==> src/hw/rtl/rfp_pkg.sv <==
`default_nettype none

package rfp_pkg;

    // target framebuffer line pitch in pixels
    localparam int unsigned LINE_PITCH = 4096;

    // configuration register indexes
    localparam logic [2:0] CFG_FRAME_ROWS     = 3'd0;
    localparam logic [2:0] CFG_CHUNKS_PER_ROW = 3'd1;
    localparam logic [2:0] CFG_CHUNK_PIXELS   = 3'd2;
    localparam logic [2:0] CFG_TOP_ROW        = 3'd3;
    localparam logic [2:0] CFG_LEFT_COL       = 3'd4;

    // configuration reset values and limits
    localparam logic [12:0] FRAME_ROWS_RST     = 13'd720;
    localparam logic [6:0]  CHUNKS_PER_ROW_RST = 7'd5;
    localparam logic [10:0] CHUNK_PIXELS_RST   = 11'd256;
    localparam logic [12:0] FRAME_ROWS_MAX     = 13'd4096;
    localparam logic [6:0]  CHUNKS_PER_ROW_MAX = 7'd64;
    localparam logic [10:0] CHUNK_PIXELS_MAX   = 11'd1024;

    // header marker bytes
    localparam logic [7:0] SYNC_BYTE_0 = 8'h55;
    localparam logic [7:0] SYNC_BYTE_1 = 8'haa;

    // position of a byte within one item's packet bytes
    localparam logic [3:0] BYTE_LEN_LO = 4'd0;
    localparam logic [3:0] BYTE_LEN_HI = 4'd1;
    localparam logic [3:0] BYTE_SYNC_0 = 4'd2;
    localparam logic [3:0] BYTE_SYNC_1 = 4'd3;
    localparam logic [3:0] BYTE_ADDR_0 = 4'd4;
    localparam logic [3:0] BYTE_ADDR_1 = 4'd5;
    localparam logic [3:0] BYTE_ADDR_2 = 4'd6;
    localparam logic [3:0] BYTE_ADDR_3 = 4'd7;
    localparam logic [3:0] BYTE_PIX_LO = 4'd8;
    localparam logic [3:0] BYTE_PIX_HI = 4'd9;

    // one accepted pixel with everything needed to emit its bytes
    typedef struct packed {
        logic [15:0] pix;
        logic        hdr;
        logic [10:0] len;
        logic [31:0] addr;
        logic        end_frame;
    } t_item;

    // frame position counters
    typedef struct packed {
        logic [11:0] row;
        logic [5:0]  chunk;
        logic [9:0]  pixel;
    } t_cnt;

endpackage

`default_nettype wire

==> src/hw/rtl/rfp_item_calc.sv <==
`default_nettype none

module rfp_item_calc (
    input  wire logic [7:0]    i_blue,
    input  wire logic [7:0]    i_green,
    input  wire logic [7:0]    i_red,
    input  wire logic [12:0]   i_frame_rows,
    input  wire logic [6:0]    i_chunks_per_row,
    input  wire logic [10:0]   i_chunk_pixels,
    input  wire logic [11:0]   i_top_row,
    input  wire logic [11:0]   i_left_col,
    input  wire rfp_pkg::t_cnt i_cnt,
    output rfp_pkg::t_item     o_item,
    output rfp_pkg::t_cnt      o_cnt_next
);

    logic [12:0] rows;
    logic [6:0]  cpr;
    logic [10:0] cp;
    logic        end_chunk;
    logic        end_row;
    logic        end_frame;
    logic [31:0] row_term;
    logic [16:0] col_off;

    // clamp the geometry registers into their legal ranges
    always_comb begin
        rows = i_frame_rows;
        if (i_frame_rows == 13'd0) begin
            rows = 13'd1;
        end else if (i_frame_rows > rfp_pkg::FRAME_ROWS_MAX) begin
            rows = rfp_pkg::FRAME_ROWS_MAX;
        end
        cpr = i_chunks_per_row;
        if (i_chunks_per_row == 7'd0) begin
            cpr = 7'd1;
        end else if (i_chunks_per_row > rfp_pkg::CHUNKS_PER_ROW_MAX) begin
            cpr = rfp_pkg::CHUNKS_PER_ROW_MAX;
        end
        cp = i_chunk_pixels;
        if (i_chunk_pixels == 11'd0) begin
            cp = 11'd1;
        end else if (i_chunk_pixels > rfp_pkg::CHUNK_PIXELS_MAX) begin
            cp = rfp_pkg::CHUNK_PIXELS_MAX;
        end
    end

    // end of chunk, row and frame
    assign end_chunk = ({1'b0, i_cnt.pixel} + 11'd1) >= cp;
    assign end_row   = end_chunk && (({1'b0, i_cnt.chunk} + 7'd1) >= cpr);
    assign end_frame = end_row && (({1'b0, i_cnt.row} + 13'd1) >= rows);

    // flipped target address, wrapping at 32 bits
    assign row_term = 32'(rows) - 32'd1 - 32'(i_cnt.row) + 32'(i_top_row);
    assign col_off  = 17'(i_cnt.chunk) * 17'(cp);

    always_comb begin
        o_item.pix       = {i_red[7:3], i_green[7:2], i_blue[7:3]};
        o_item.hdr       = (i_cnt.pixel == 10'd0);
        o_item.len       = cp;
        o_item.addr      = 32'(row_term * 32'(rfp_pkg::LINE_PITCH)) + 32'(i_left_col)
                           + 32'(col_off);
        o_item.end_frame = end_frame;
    end

    // counter advance with wrap at chunk, row and frame ends
    always_comb begin
        o_cnt_next = i_cnt;
        if (!end_chunk) begin
            o_cnt_next.pixel = i_cnt.pixel + 10'd1;
        end else begin
            o_cnt_next.pixel = 10'd0;
            if (!end_row) begin
                o_cnt_next.chunk = i_cnt.chunk + 6'd1;
            end else begin
                o_cnt_next.chunk = 6'd0;
                if (!end_frame) begin
                    o_cnt_next.row = i_cnt.row + 12'd1;
                end else begin
                    o_cnt_next.row = 12'd0;
                end
            end
        end
    end

endmodule

`default_nettype wire

==> src/hw/rtl/rfp_byte_ser.sv <==
`default_nettype none

module rfp_byte_ser (
    input  wire logic           i_clk,
    input  wire logic           i_rst_n,
    input  wire logic           i_load,
    input  wire rfp_pkg::t_item i_item,
    output logic                o_busy,
    output logic                o_out_valid,
    input  wire logic           i_out_stall,
    output logic [7:0]          o_data_byte,
    output logic                o_packet_start,
    output logic                o_frame_end,
    output logic                o_last_of_item
);

    logic           r_item_valid;
    rfp_pkg::t_item r_item;
    logic [3:0]     r_idx;
    logic           r_o_valid;
    logic [7:0]     r_o_byte;
    logic           r_o_start;
    logic           r_o_fend;
    logic           r_o_last;

    logic           adv;
    logic           last_byte;
    logic [7:0]     n_byte;
    logic           n_start;
    logic           n_fend;
    logic           n_last;

    // a byte moves into the output register when it is empty or being taken
    assign adv       = r_item_valid && (!r_o_valid || !i_out_stall);
    assign last_byte = (r_idx == rfp_pkg::BYTE_PIX_HI);
    assign o_busy    = r_item_valid && !(adv && last_byte);

    // byte select by position in the packet
    always_comb begin
        n_byte  = 8'h00;
        n_start = 1'b0;
        n_fend  = 1'b0;
        n_last  = 1'b0;
        case (r_idx)
            rfp_pkg::BYTE_LEN_LO: begin
                n_byte  = r_item.len[7:0];
                n_start = 1'b1;
            end
            rfp_pkg::BYTE_LEN_HI: n_byte = {5'd0, r_item.len[10:8]};
            rfp_pkg::BYTE_SYNC_0: n_byte = rfp_pkg::SYNC_BYTE_0;
            rfp_pkg::BYTE_SYNC_1: n_byte = rfp_pkg::SYNC_BYTE_1;
            rfp_pkg::BYTE_ADDR_0: n_byte = r_item.addr[7:0];
            rfp_pkg::BYTE_ADDR_1: n_byte = r_item.addr[15:8];
            rfp_pkg::BYTE_ADDR_2: n_byte = r_item.addr[23:16];
            rfp_pkg::BYTE_ADDR_3: n_byte = r_item.addr[31:24];
            rfp_pkg::BYTE_PIX_LO: n_byte = r_item.pix[7:0];
            rfp_pkg::BYTE_PIX_HI: begin
                n_byte = r_item.pix[15:8];
                n_fend = r_item.end_frame;
                n_last = 1'b1;
            end
            default: n_byte = 8'h00;
        endcase
    end

    // item register and byte position
    always_ff @(posedge i_clk) begin
        if (!i_rst_n) begin
            r_item_valid <= 1'b0;
            r_idx        <= rfp_pkg::BYTE_LEN_LO;
        end else begin
            if (i_load) begin
                r_item_valid <= 1'b1;
                r_idx        <= i_item.hdr ? rfp_pkg::BYTE_LEN_LO : rfp_pkg::BYTE_PIX_LO;
            end else if (adv) begin
                if (last_byte) begin
                    r_item_valid <= 1'b0;
                end else begin
                    r_idx <= r_idx + 4'd1;
                end
            end
        end
    end

    always_ff @(posedge i_clk) begin
        if (i_load) begin
            r_item <= i_item;
        end
    end

    // output register
    always_ff @(posedge i_clk) begin
        if (!i_rst_n) begin
            r_o_valid <= 1'b0;
        end else if (adv) begin
            r_o_valid <= 1'b1;
        end else if (!i_out_stall) begin
            r_o_valid <= 1'b0;
        end
    end

    always_ff @(posedge i_clk) begin
        if (adv) begin
            r_o_byte  <= n_byte;
            r_o_start <= n_start;
            r_o_fend  <= n_fend;
            r_o_last  <= n_last;
        end
    end

    assign o_out_valid    = r_o_valid;
    assign o_data_byte    = r_o_byte;
    assign o_packet_start = r_o_start;
    assign o_frame_end    = r_o_fend;
    assign o_last_of_item = r_o_last;

`ifndef NO_ASSERTIONS
    a_idx_range: assert property (@(posedge i_clk) disable iff (!i_rst_n)
        r_item_valid |-> (r_idx <= rfp_pkg::BYTE_PIX_HI))
        else $error("byte position past end of packet");

    a_no_hdr_skip: assert property (@(posedge i_clk) disable iff (!i_rst_n)
        (i_load && !i_item.hdr) |=> (r_idx == rfp_pkg::BYTE_PIX_LO))
        else $error("item without header not started at pixel byte");

    a_start_not_last: assert property (@(posedge i_clk) disable iff (!i_rst_n)
        r_o_valid |-> !(r_o_start && r_o_last))
        else $error("packet start on last byte of item");

    a_fend_is_last: assert property (@(posedge i_clk) disable iff (!i_rst_n)
        (r_o_valid && r_o_fend) |-> r_o_last)
        else $error("frame end not on last byte of item");

    a_load_when_free: assert property (@(posedge i_clk) disable iff (!i_rst_n)
        i_load |-> (!r_item_valid || (adv && last_byte)))
        else $error("item loaded over unfinished item");
`endif

endmodule

`default_nettype wire

==> src/hw/rtl/rgb565_frame_packetizer_top.sv <==
// channel   signals                               direction
// ------    ------------------------------------  ---------
// pixel     i_in_valid o_in_stall i_blue/green/red  in
// bytes     o_out_valid i_out_stall o_data_byte ... out
// config    i_cfg_we i_cfg_idx i_cfg_data          in
//
// a pixel leaves as 2 byte transfers, or 10 when it opens a chunk; the byte-wide
// output register sets the sustained pixel rate
// the first byte passes through the item register and then the output register
// the next pixel is taken while the last byte of the previous one still waits
// synchronous reset clears counters and handshakes and restores config defaults
`default_nettype none

module rgb565_frame_packetizer_top (
    input  wire logic        i_clk,
    input  wire logic        i_rst_n,
    input  wire logic        i_cfg_we,
    input  wire logic [2:0]  i_cfg_idx,
    input  wire logic [12:0] i_cfg_data,
    input  wire logic        i_in_valid,
    output logic             o_in_stall,
    input  wire logic [7:0]  i_blue,
    input  wire logic [7:0]  i_green,
    input  wire logic [7:0]  i_red,
    output logic             o_out_valid,
    input  wire logic        i_out_stall,
    output logic [7:0]       o_data_byte,
    output logic             o_packet_start,
    output logic             o_frame_end,
    output logic             o_last_of_item
);

    logic [12:0]    r_frame_rows;
    logic [6:0]     r_chunks_per_row;
    logic [10:0]    r_chunk_pixels;
    logic [11:0]    r_top_row;
    logic [11:0]    r_left_col;
    rfp_pkg::t_cnt  r_cnt;
    rfp_pkg::t_cnt  n_cnt;
    rfp_pkg::t_item item;
    logic           busy;
    logic           in_xfer;

    // configuration registers
    always_ff @(posedge i_clk) begin
        if (!i_rst_n) begin
            r_frame_rows     <= rfp_pkg::FRAME_ROWS_RST;
            r_chunks_per_row <= rfp_pkg::CHUNKS_PER_ROW_RST;
            r_chunk_pixels   <= rfp_pkg::CHUNK_PIXELS_RST;
            r_top_row        <= 12'd0;
            r_left_col       <= 12'd0;
        end else if (i_cfg_we) begin
            case (i_cfg_idx)
                rfp_pkg::CFG_FRAME_ROWS:     r_frame_rows     <= i_cfg_data;
                rfp_pkg::CFG_CHUNKS_PER_ROW: r_chunks_per_row <= i_cfg_data[6:0];
                rfp_pkg::CFG_CHUNK_PIXELS:   r_chunk_pixels   <= i_cfg_data[10:0];
                rfp_pkg::CFG_TOP_ROW:        r_top_row        <= i_cfg_data[11:0];
                rfp_pkg::CFG_LEFT_COL:       r_left_col       <= i_cfg_data[11:0];
                default: ;
            endcase
        end
    end

    assign o_in_stall = busy;
    assign in_xfer    = i_in_valid && !busy;

    // header fields, pixel conversion and counter advance
    rfp_item_calc u_calc (
        .i_blue           (i_blue),
        .i_green          (i_green),
        .i_red            (i_red),
        .i_frame_rows     (r_frame_rows),
        .i_chunks_per_row (r_chunks_per_row),
        .i_chunk_pixels   (r_chunk_pixels),
        .i_top_row        (r_top_row),
        .i_left_col       (r_left_col),
        .i_cnt            (r_cnt),
        .o_item           (item),
        .o_cnt_next       (n_cnt)
    );

    // frame position counters
    always_ff @(posedge i_clk) begin
        if (!i_rst_n) begin
            r_cnt <= '0;
        end else if (in_xfer) begin
            r_cnt <= n_cnt;
        end
    end

    // byte sequencer and output register
    rfp_byte_ser u_ser (
        .i_clk          (i_clk),
        .i_rst_n        (i_rst_n),
        .i_load         (in_xfer),
        .i_item         (item),
        .o_busy         (busy),
        .o_out_valid    (o_out_valid),
        .i_out_stall    (i_out_stall),
        .o_data_byte    (o_data_byte),
        .o_packet_start (o_packet_start),
        .o_frame_end    (o_frame_end),
        .o_last_of_item (o_last_of_item)
    );

endmodule

`default_nettype wire

==> config.mk <==
export PLATFORM = sky130hd
export DESIGN_NAME = rgb565_frame_packetizer_top
export DESIGN_NICKNAME = d
export VERILOG_FILES = /design/src/hw/rtl/rfp_pkg.sv /design/src/hw/rtl/rfp_item_calc.sv /design/src/hw/rtl/rfp_byte_ser.sv /design/src/hw/rtl/rgb565_frame_packetizer_top.sv
export SDC_FILE = /design/constraint.sdc
export NUM_CORES = 1
export LEC_CHECK = 0
export BUFFER_PORTS_ARGS = -buffer_cell sky130_fd_sc_hd__buf_4
export CAP_MARGIN = 20
export CORE_UTILIZATION = 63
export DETAILED_ROUTE_END_ITERATION = 6
export GPL_ROUTABILITY_DRIVEN = 0
export GPL_TIMING_DRIVEN = 0
export PLACE_DENSITY_LB_ADDON = 0.08
export SLEW_MARGIN = 10
export SYNTH_ARGS = -nofsm -noshare
export SYNTH_HDL_FRONTEND = slang
export SYNTH_SLANG_ARGS = --single-unit
==> constraint.sdc <==
create_clock -name i_clk -period 6.2 [get_ports i_clk]
set_clock_uncertainty 0.15 [all_clocks]
set_input_delay 1.24 -clock i_clk [delete_from_list [all_inputs] [get_ports i_clk]]
set_output_delay 1.24 -clock i_clk [all_outputs]
set_load 0.01 [all_outputs]
**After elaboration in Yosys (flattened, before gate mapping)**

Index checks and enable logic that the tools add are counted.

- Register bits after elaboration: 160
- Output and inout port bits: 13

- Multipliers: 1
- $add $sub $neg: 12
- Eq/ne operators: 15
- Order comparisons: 6
- Reductions and logical operators: 28
- Multiplexer cells: 21

Operator list:

| kind | count |
|---|---|
| $pmux 8 s10 | 1 |
| $add 32x12->32 | 1 |
| $add 32x17->32 | 1 |
| $mux 13 | 2 |
| $mux 11 | 2 |
| $add 20x12->20 | 1 |
| $sub 20x12->20 | 1 |
| $mul 6x11->17 | 1 |
| $eq 4x3->1 const B | 4 |
| $mux 4 | 4 |
| $reduce_and 2->1 | 8 |
| $mux 7 | 2 |
| $sub 13x1->14 const B | 1 |
| $add 12x1->13 const B | 1 |
| $ge 13x13->1 | 1 |
| $gt 13x13->1 const B | 1 |
| $logic_not 13->1 | 1 |
| $add 12x1->12 const B | 1 |
| $mux 12 | 1 |
| $add 10x1->11 const B | 1 |
| $ge 11x11->1 | 1 |
| $gt 11x11->1 const B | 1 |
| $logic_not 11->1 | 1 |
| $add 10x1->10 const B | 1 |
| other kinds (25) | 43 |

**Longest topological paths before layout**

- Depth in word-level cells: 10
- Gate-level depth with buffers: 23
- Depth with buffers taken out: 21

**Cells and area by module**

A second synthesis with hierarchy kept.

- Cells, all modules: 1,332
- Area, all modules: 12,075.3 µm²

Modules (own cells, without submodules):

| module | instances | seq. area each (µm²) | cells each | area each (µm²) |
|---|---|---|---|---|
| rfp_item_calc | 1 | 0.0 | 798 | 5,993.2 |
| rfp_byte_ser | 1 | 2,252.2 | 210 | 3,200.6 |
| rgb565_frame_packetizer_top | 1 | 1,661.6 | 324 | 2,881.5 |

**Worst setup path after synthesis**

Ideal clock, no wire load.

- Path type: reg-to-reg
- Start point: register r_frame_rows[9]
- End point: register u_ser.r_item[23] (netlist name) (data pin)
- Arrival time: 5.015 ns
- Slack: 0.778 ns
- Stages on the path, launching flop included: 21
- Path buffers: 2
- Data required time: 5.792 ns
- Setup time: 0.258 ns
- Clock period less this slack: 5.422 ns
- Path through: dfxtp_1 buf_6 nor4_4 nand4_2 nor2b_1 or2_2 ha_1 clkbuf_1 xnor2_1 fa_1 ha_1 a21oi_1 xnor2_1 fa_1 ha_1 a21o_1 a211o_1 o22ai_1 nor2_2 a211o_1 xnor2_1

RTL lines:

| item | RTL line | source |
|---|---|---|
| from (decl) | rgb565_frame_packetizer_top.sv:33 | `logic [12:0] r_frame_rows;` |
| from (signal assigned) | rgb565_frame_packetizer_top.sv:47 | `r_frame_rows <= rfp_pkg::FRAME_ROWS_RST;` |
| from (signal assigned) | rgb565_frame_packetizer_top.sv:54 | `rfp_pkg::CFG_FRAME_ROWS: r_frame_rows <= i_cfg_data;` |
| to (signal assigned) | rfp_byte_ser.sv:87 | `r_item <= i_item;` |
| to (decl) | rfp_byte_ser.sv:18 | `rfp_pkg::t_item r_item;` |

==> results.sh <==
export IMPL_rsz0062_at_grt="no"
export IMPL_synthSimpleGateAreaFrac_pct=18.5
export IMPL_post_route_period_util_pct=95.2
export IMPL_yosysSeqAreaShare_pct=34.0
export IMPL_regArea_um2=3910
export IMPL_synthDistinctLibCells=78
export IMPL_synth_compound_area_share_pct=15.6
export IMPL_post_synth_top_count_cell="nand2_1"
export IMPL_relSlewSlack_pct=50.4
export IMPL_maxCapViolations=0
export IMPL_clk_latency_ns=0.44
export IMPL_hold_slack_ns=0.312
export IMPL_fp_dieW_um=137
export IMPL_instances_no_fill=1579
export IMPL_r2r_slack_ns=0.30
export IMPL_critPathKind="flip-flop to flip-flop"
export IMPL_setup_violations=0
export IMPL_hold_buffers=0
export IMPL_maxSlewViolCount=0
export IMPL_synth_nets=1466
export IMPL_status="complete, no violations"
export IMPL_num_vias=9258
export IMPL_clock_fmax_mhz=169
export IMPL_vdd_ir_drop_max_mv=0.205
export IMPL_cts_tree="yes"
export IMPL_fp_coreArea_um2=17900
export IMPL_drc=0
export IMPL_path_max_fanout=10
export IMPL_ant_nets=0
export IMPL_drive_gt1_share_pct=9.63
export IMPL_yosys_area_top_type="edfxtp_1"
export IMPL_synth_area_um2=11500
export IMPL_holdPathEnd="r_left_col[10]"
export IMPL_synth_seq_cells=160
export IMPL_viasPerCell=5.86
export IMPL_dpl_worst_slack_ns=0.000508
export IMPL_grt_start_max_net_pins=62
export IMPL_synth_warnings=0
export IMPL_grt_pass1_vias=8721
export IMPL_synth_area_top_cells="edfxtp_1, dfxtp_1, fa_1"
export IMPL_grt_first_pass_wirelength_mm=44.8
export IMPL_htreeDepth=4
export IMPL_critPathLaunchType="flip-flop"
export IMPL_finalHoldViolations=0
export IMPL_worst_setup_path_end_kind="flip-flop"
export IMPL_synth_common_cells="nand2_1, inv_1, a21oi_1"
export IMPL_synthCells=1270
export IMPL_power_density_nw_per_um2=205
export IMPL_crit_required_ns=6.22
export IMPL_worst_slack_ns=0.299
export IMPL_clkSlewWorstSetupHoldPaths_ns=0.06
export IMPL_synthMuxAreaShare_pct=0.261
export IMPL_antenna_found_initial=0
export IMPL_synth_xor_area_share_pct=5.04
export IMPL_start_util_pct=64.2
export IMPL_hpwl_mm=21.7
export IMPL_reg2reg_from="r_chunk_pixels[10]"
export IMPL_dp_cells=1548
export IMPL_grt_util_all_layers_pct=31.7
export IMPL_cts_setup_buffers=0
export IMPL_hp_class="flip-flop to flip-flop"
export IMPL_synth_edf_count=71
export IMPL_numCtsBuffers=17
export IMPL_syn2layout_area_growth_pct=11.2
export IMPL_min_period_ns=5.90
export IMPL_multi_input_area_um2=6920
export IMPL_cts_buffer_depth=2
export IMPL_first_pass_iters=5
export IMPL_grt_overflow=0
export IMPL_io_pins=58
export IMPL_first_iter_violations=649
export IMPL_setup_tns_final_ns=0
export IMPL_ys_flop_type="dfxtp_1"
export IMPL_num_rows=49
export IMPL_wl_per_cell_um=17.9
export IMPL_die_height_um=137
export IMPL_cp_arrival_ns=5.92
export IMPL_antennaDiodeCount=0
export IMPL_power_total_mw=2.62
export IMPL_io_buffers=48
export IMPL_r2r_end="u_ser.r_item[32]"
export IMPL_tightestPinTransition_ns=0.744
export IMPL_hold_start="r_left_col[10]"
export IMPL_die_area_um2=18800
export IMPL_synth_top_family_by_area="adder cells"
export IMPL_n_fill_cell=1440
export IMPL_synthArstFlopShare_pct=0
export IMPL_nNetsFinal=1533
export IMPL_numClockSinks=160
export IMPL_holdPathStages=2
export IMPL_yosys_area_top_type_share_pct=18.5
export IMPL_worstRegToRegCells=19
export IMPL_p_leak_nw=5.38
export IMPL_cts_root_buf="clkbuf_16"
export IMPL_avgSynthCellArea_um2=9.05
export IMPL_wl_mm=28.3
export IMPL_synthAdderAreaFrac_pct=20.5
[registers in the layout (all words and copies together), names as in the netlist, 4 cells and up]
signal             cells
r_chunk_pixels        11
r_chunks_per_row       7
r_cnt                 28
r_frame_rows          13
r_left_col            12
r_top_row             12
u_ser.o_data_byte      8
u_ser.r_idx            4
u_ser.r_item          60
[layer usage]
metal / track usage (%) / wire, µm / vias to the layer above
met4: 10.4 / 638 / 0
met2: 53.3 / 13900 / 285
met3: 5.41 / 1540 / 49
met1: 41.4 / 12300 / 4440
li1: - / - / 4484
met5: 0 / 0 / -
[placed cells by master (no fill, tap or decap), types with 38 or more instances in the layout]
master	instances
a21oi_1	104
and2_1	44
buf_4	48
clkbuf_1	45
dfxtp_1	89
edfxtp_1	71
fa_1	63
ha_1	86
inv_1	124
nand2_1	216
nand3_1	38
nor2_1	55
xnor2_1	47
[report_power, final]
part	leakage, nW	total (mW)	switching (mW)	internal (mW)
Combinational	3.70	0.403	0.240	0.163
Clock	0.286	1.02	0.433	0.589
Sequential	1.40	1.19	0.0282	1.16
[worst max-delay path by stage]
stage | from | end | slack, ns | cells after the start
final | r_chunk_pixels[10] | u_ser.r_item[32] | 0.30 | 19
after global routing | r_frame_rows[9] | u_ser.r_item[23] | 0.002 | 22
after CTS | r_chunk_pixels[10] | u_ser.r_item[28] | 0.05 | 19
after detailed placement | r_chunk_pixels[10] | u_ser.r_item[30] | 0.0005 | 19
after global placement | r_chunk_pixels[10] | u_ser.r_item[32] | 0.01 | 19
after floorplan | r_frame_rows[9] | u_ser.r_item[23] | 0.78 | 20
[layout make-up]
cell class | instances | share of cell area, %
flip-flops and latches | 160 | 30.6
plain buffers | 52 | 1.68
clock buffers | 24 | 4.03
repair buffers | 49 | 3.03
inverters | 127 | 3.73
well taps | 229 | 2.24
multi-input cells | 930 | 54.2
clock inverters | 8 | 0.499
[logic make-up (layout without fill, tap and decap cells)]
family	after synthesis	in the layout
xor gates and xnor gates	64	64
adders and majority gates	151	151
DFF	160	160
muxes	3	3
AOI/OAI and AO/OA	266	266
other	1	1
and+or+nand+nor	445	445
buffers and inverters	180	260
[metrics by stage]
step	area, µm²	util [%]
global placement	12100	67.8
finish	12800	71.4
detailed placement	12200	68.0
CTS	12800	71.3
floorplan	11500	-
global route	12800	71.4
[worst max-delay path: stages (launching register included)]
cell and delay (ns):
dfxtp_1 0.56, clkbuf_4 0.33, nor2b_4 0.11, and2_1 0.19
fa_1 0.50, fa_1 0.52, fa_1 0.59, inv_1 0.06
fa_1 0.49, inv_1 0.04, ha_1 0.27, clkbuf_1 0.26
a21oi_1 0.10, o21ai_0 0.24, a21oi_2 0.08, o21ai_0 0.29
a31o_2 0.22, nor2b_1 0.31, o211a_1 0.25, a211oi_1 0.06
[what timing repair did]
| action | CTS | global route |
|---|---|---|
| gates resized for setup | 1 | 12 |
| endpoints found under the setup margin | 5 | 11 |
| pin swaps | 0 | 1 |
Note: power is estimated with default switching activity, not from simulation.
